==> src/rtl/core/ttep_pkg.sv <==
`default_nettype none
package ttep_pkg;

    localparam int CORDIC_STEPS = 32;
    localparam int SQRT_STEPS   = 32;
    localparam int FIFO_DEPTH   = 4;
    localparam int FIFO_AW      = $clog2(FIFO_DEPTH);
    localparam int XY_W         = 36;   // cordic x/y, room for pi turn and gain
    localparam int Z_W          = 35;   // Q2.30 angle accumulator with headroom
    localparam int CORDIC_LAT   = CORDIC_STEPS + 2;
    localparam int FRONT_LAT    = SQRT_STEPS + 2;

    localparam logic signed [Z_W-1:0] PI_Q30   = 35'sd3373259426;
    localparam logic signed [31:0]    PI_Q29   = 32'sd1686629713;
    localparam logic signed [10:0]    MM_PER_M = 11'sd1000;
    localparam logic [30:0]           THRESH_RESET = 31'd1074;

    typedef struct packed {
        logic signed [31:0] r00;
        logic signed [31:0] r10;
        logic signed [31:0] r11;
        logic signed [31:0] r12;
        logic signed [31:0] r20;
        logic signed [31:0] r21;
        logic signed [31:0] r22;
        logic signed [31:0] trans_x;
        logic signed [31:0] trans_y;
        logic signed [31:0] trans_z;
    } ttep_item_t;

    typedef struct packed {
        ttep_item_t  item;
        logic [31:0] sy;
        logic        sing;
    } ttep_task_t;

    // atan(2^-i) in Q2.30, truncated
    function automatic logic signed [Z_W-1:0] atan_entry(input int i);
        logic signed [Z_W-1:0] v;
        v = '0;
        if (i == 0) v = 35'sd843314856;
        else if (i == 1) v = 35'sd497837829;
        else if (i == 2) v = 35'sd263043836;
        else if (i == 3) v = 35'sd133525158;
        else if (i == 4) v = 35'sd67021686;
        else if (i == 5) v = 35'sd33543515;
        else if (i == 6) v = 35'sd16775850;
        else if (i == 7) v = 35'sd8388437;
        else if (i == 8) v = 35'sd4194282;
        else if (i == 9) v = 35'sd2097149;
        else if (i <= 30) v = Z_W'(64'd1 << (30 - i));
        return v;
    endfunction

endpackage
`default_nettype wire

==> src/rtl/core/ttep_fifo.sv <==
`default_nettype none
module ttep_fifo
    import ttep_pkg::*;
(
    input  wire logic        aclk,
    input  wire logic        aresetn,
    input  wire logic        push,
    input  wire ttep_task_t  wdata,
    output logic             full,
    input  wire logic        pop,
    output ttep_task_t       rdata,
    output logic             empty
);

    ttep_task_t         mem_reg [0:FIFO_DEPTH-1];
    logic [FIFO_AW-1:0] wptr_reg;
    logic [FIFO_AW-1:0] rptr_reg;
    logic [FIFO_AW:0]   cnt_reg;

    always_ff @(posedge aclk) begin
        if (push) begin
            mem_reg[wptr_reg] <= wdata;
        end
    end

    always_ff @(posedge aclk) begin
        if (!aresetn) begin
            wptr_reg <= '0;
            rptr_reg <= '0;
            cnt_reg  <= '0;
        end else begin
            if (push) wptr_reg <= wptr_reg + 1'b1;
            if (pop)  rptr_reg <= rptr_reg + 1'b1;
            if (push && !pop)      cnt_reg <= cnt_reg + 1'b1;
            else if (pop && !push) cnt_reg <= cnt_reg - 1'b1;
        end
    end

    assign rdata = mem_reg[rptr_reg];
    assign full  = (cnt_reg == (FIFO_AW+1)'(FIFO_DEPTH));
    assign empty = (cnt_reg == '0);

endmodule
`default_nettype wire

==> config.mk <==
export PLATFORM = sky130hd
export DESIGN_NAME = ttep_fifo
export DESIGN_NICKNAME = d
export VERILOG_FILES = /design/src/rtl/core/ttep_pkg.sv /design/src/rtl/core/ttep_fifo.sv
export SDC_FILE = /design/constraint.sdc
export NUM_CORES = 1
export LEC_CHECK = 0
export ABC_CLOCK_PERIOD_IN_PS = 10600
export BUFFER_PORTS_ARGS = -buffer_cell sky130_fd_sc_hd__buf_2
export CAP_MARGIN = 0
export CORE_MARGIN = 2
export CORE_UTILIZATION = 39
export DETAILED_ROUTE_END_ITERATION = 10
export PLACE_DENSITY = 0.55
export SETUP_SLACK_MARGIN = 0.05
export SYNTH_ARGS = -nofsm -noshare
export SYNTH_HDL_FRONTEND = slang
export SYNTH_SLANG_ARGS = --single-unit
==> constraint.sdc <==
create_clock -name aclk -period 10.6 [get_ports aclk]
set_clock_uncertainty 0.2 [all_clocks]
set_input_delay 0.53 -clock aclk [delete_from_list [all_inputs] [get_ports aclk]]
set_output_delay 0.53 -clock aclk [all_outputs]
set_load 0.02 [all_outputs]
# Word-level counts from Yosys, hierarchy flattened
# Memory sizes are Yosys's and may differ from the RTL's. A register that Yosys moved wholly into a read port is not among the register bits.
# Index checks and enable logic that the tools add are counted.
# Widths: inputs -> output; s select.
# op_classes
add_sub_neg	4
n_eq_ne	1
muxes	6
n_reduce_logical	6
# op_table
cell	count
$mux 3	2
$add 2x1->2 const B	2
$mux 2	2
$add 3x1->3 const B	1
$eq 3x3->1 const B	1
$logic_not 3->1	1
$sub 3x1->3 const B	1
$logic_and 1x1->1	2
$logic_not 1->1	2
$mux 1	2
$reduce_bool 2->1	1
# totals
regBits	7
ram_bits	1412
out_inout_bits	355
wordCells	21
memories	1
# memory_table
name	words	word_bits	rd	rd_ports_with_merged_regs	wr	line	rtl
mem_reg	4	353	1	1	1	ttep_fifo.sv:15	ttep_task_t mem_reg [0:FIFO_DEPTH-1];

# Longest topological paths before layout
# depth
ltp_word	4
depth_mapped	7
ltp_nobuf	7

# Worst setup path after synthesis
# Ideal clock, no wire load.
# synth_path
path_type	reg-to-reg
from	register wptr_reg[0]
to	memory mem_reg[0][0] (netlist bit), enable pin
setup_ns	0.759
arrival_time_ns	8.514
path_slack_ns	1.126
path_stages_with_launch	4
n_path_buf	0
period_less_slack_ns	9.474
cell_sequence	dfxtp_1 -> inv_1 -> ha_1 -> and2_1
# synth_rtl
item	line	rtl
from (decl)	ttep_fifo.sv:16	logic [FIFO_AW-1:0] wptr_reg;
from (signal assigned)	ttep_fifo.sv:32	if (push) wptr_reg <= wptr_reg + 1'b1;
to (decl)	ttep_fifo.sv:15	
# No word-level cell before the write port.

==> results.toml <==
[die]
die_area_um2 = 134000
design.core.area_um2 = 130000
rows = 132
die_x_um = 366
start_util_pct = 39.4
die_h_um = 366
ios = 712

[route]
drt_iter0_drc = 1612
viasPerCell = 4.96
drc = 0
routed_wl_um = 113000
drtPass1Iterations = 5
vias = 24300
routedWlPerCell_um = 23.0
antenna_left = 0

[sta]
max_freq_mhz = 212
rsz0062_at_grt = "no"
hold_viol = 0
setup_tns_ns = 0
finalSetupViolations = 0
worst_pin_slew_ns = 1.37
relSlewSlack_pct = 8.60
finalCriticalPeriod_ns = 4.72
fin_crit_sh_pct = 44.5
report.final.slew_viol_count = 0

[worst_setup_path]
setup.worst_path.start_class = "flip-flop"
crit_fanout = 101
crit_path_top_delay_cell = "buf_4"
crit_arrival_ns = 3.99
cp_slowest_stage_delay_ns = 0.91
cp_cell_sequence = "buf_12 -> buf_4 -> mux4_2 -> buf_2"
timing_worst_setup_path_type = "flip-flop to output pin"
required_ns = 9.87
end_kind = "output pin"

[layout]
largest_reg_flops = 1412
drive_gt1_share_pct = 41.0
final_util_pct = 50.1
nFillCells = 10400
finalNetCount = 3410
area_delta_synth_final_pct = 27.1
final_cell_area_um2 = 65100

[clock_tree]
cts_buffer_depth = 3
cts.sinks = 1421
cts_max_level = 4
cts.repair.resized = 0
clk_latency_ns = 0.75
cts_buffers = 148
root_buffer = "clkbuf_16"
path_clk_slew_ns = 0.06
cts_tree = "built"

[synthesis]
synth.distinct_cells = 22
seq_area_frac_synth_pct = 83.1
synth-seq-cells = 1421
synthesis.area_um2 = 51200
synth_nets = 2249
ys_warn_count = 0
syn_avg_cell_area_um2 = 27.2
syn-instance-count = 1886

[power_and_ir_drop]
ir_drop_uv = 149
switching_share_pct = 23.1
powerDensity_nw_per_um2 = 199
p_clk_share_pct = 38.4
internal-power_uw = 9980
p_comb_share_pct = 11.3
power_frac_seq_pct = 50.3
p_switching_uw = 3000
leakagePower_uw = 0.0218

[placed_design]
place_congestion = 0.796
io_buffers = 711
place.detailed.hpwl_um = 68700
place_area_um2 = 56800

[global_route]
grtUsageTotal_pct = 16.8
grt_pass1_vias = 26500
grt_start_max_net_pins = 151
grt_antenna_before_repair = 10
grt.overflow.total = 0
grt_pass1_wl_um = 170000

[min_path]
hp-class = "primary input to flip-flop"

[status]
status = "finished, final reports clean"

[job]
cap_viol_max_count = 0
## path summary, 6_finish.rpt
kind	cells after the start	from	slack [ns]	end
min reg2reg	2	cnt_reg[2]	0.33	cnt_reg[2]
max reg2reg	5	wptr_reg[1]	7.03	mem_reg[1][203]
max	4	flip-flop	5.88	rdata[304]
min	2	wdata[45]	0.32	mem_reg[3][45]
## per-layer routing
layer,GRT usage (%),routed length (µm),part of all wire [%]
met5,0,35,0.031
met4,5.52,2900,2.6
met2,29.3,59600,53
met3,4.90,7590,6.7
met1,20.0,42800,38
## layout make-up
cell class | instances | area (µm²) | share of cell area [%]
Tap cell | 1742 | 2180 | 3.35
Timing Repair Buffer | 1089 | 7430 | 11.4
Clock buffer | 172 | 3840 | 5.89
Sequential cell | 1421 | 42600 | 65.4
Antenna cell | 7 | 17.5 | 0.0269
Clock inverter | 92 | 831 | 1.28
Inverter | 4 | 15.0 | 0.0231
Multi-Input combinational cell | 383 | 8210 | 12.6
## through the flow
step / setup WS, ns / hold slack (ns) / total power (µW) / cells
global route: 5.47 / 0.270 / 13500 / 4909
global placement: 6.55 / 0.285 / 8000 / 4282
floorplan: 1.13 / 0.272 / 7560 / 1886
CTS: 5.68 / 0.240 / 13200 / 4903
finish: 5.88 / 0.320 / 13000 / 4910
detailed placement: 6.52 / 0.329 / 8030 / 4282
## what timing repair did
action                                  CTS  global route
setup buffers                             0             0
endpoints found under the hold margin  1421             0
hold buffers                            357             0
## synth_stat cells, drive strengths merged
library cell	count	area, µm²
mux4	353	7950
nand2	1	3.75
nor3b	1	7.51
fa	1	20.0
clkbuf	11	41.3
a21boi	1	7.51
inv	4	15.0
dfxtp	9	180
o21ai	1	5.00
xor2	3	26.3
nor2b	2	12.5
or3	1	6.26
nor3	1	5.00
buf	67	373
and2	9	56.3
mux2i	2	20.0
xnor2	2	17.5
ha	5	62.6
edfxtp	1412	42400
## critical path: cells and delay by family, from the launching register on
family / cells / cell delay, ns
DFF: 1 / 0.60
buffers and inverters: 3 / 1.67
muxes: 1 / 0.64
## power groups by stage
stage / combinational, µW / sequential [µW] / clock (µW)
after floorplan: 844 / 6710 / 0
after global placement: 1360 / 6640 / 0
after detailed placement: 1380 / 6650 / 0
after CTS: 1500 / 6530 / 5120
after global routing: 1560 / 6550 / 5350
final: 1470 / 6530 / 4980
## cell usage in the layout, fill, tap and decap left out, types with 2 or more instances in the layout
cell type	n
edfxtp_1	1412
buf_2	711
dlygate4sd3_1	357
mux4_2	353
clkbuf_16	150
clkinv_1	38
clkinv_2	27
clkbuf_1	22
bufinv_16	13
buf_12	11
buf_4	10
diode_2	7
dfxtp_1	7
inv_6	6
and2_1	5
ha_1	5
inv_1	4
and2_4	4
xor2_1	3
clkinvlp_4	3
inv_16	3
xnor2_1	2
mux2i_1	2
nor2b_1	2
dfxtp_4	2
## logic make-up after synthesis
logic type | share of synthesized area, %
and+or+nand+nor | 0.178
xor gates and xnor gates | 0.0855
AOI/OAI and AO/OA | 0.0244
DFF | 83.1
buffers and inverters | 0.838
muxes | 15.6
adders and majority gates | 0.161
No activity file was read; power rests on OpenSTA's default activity.
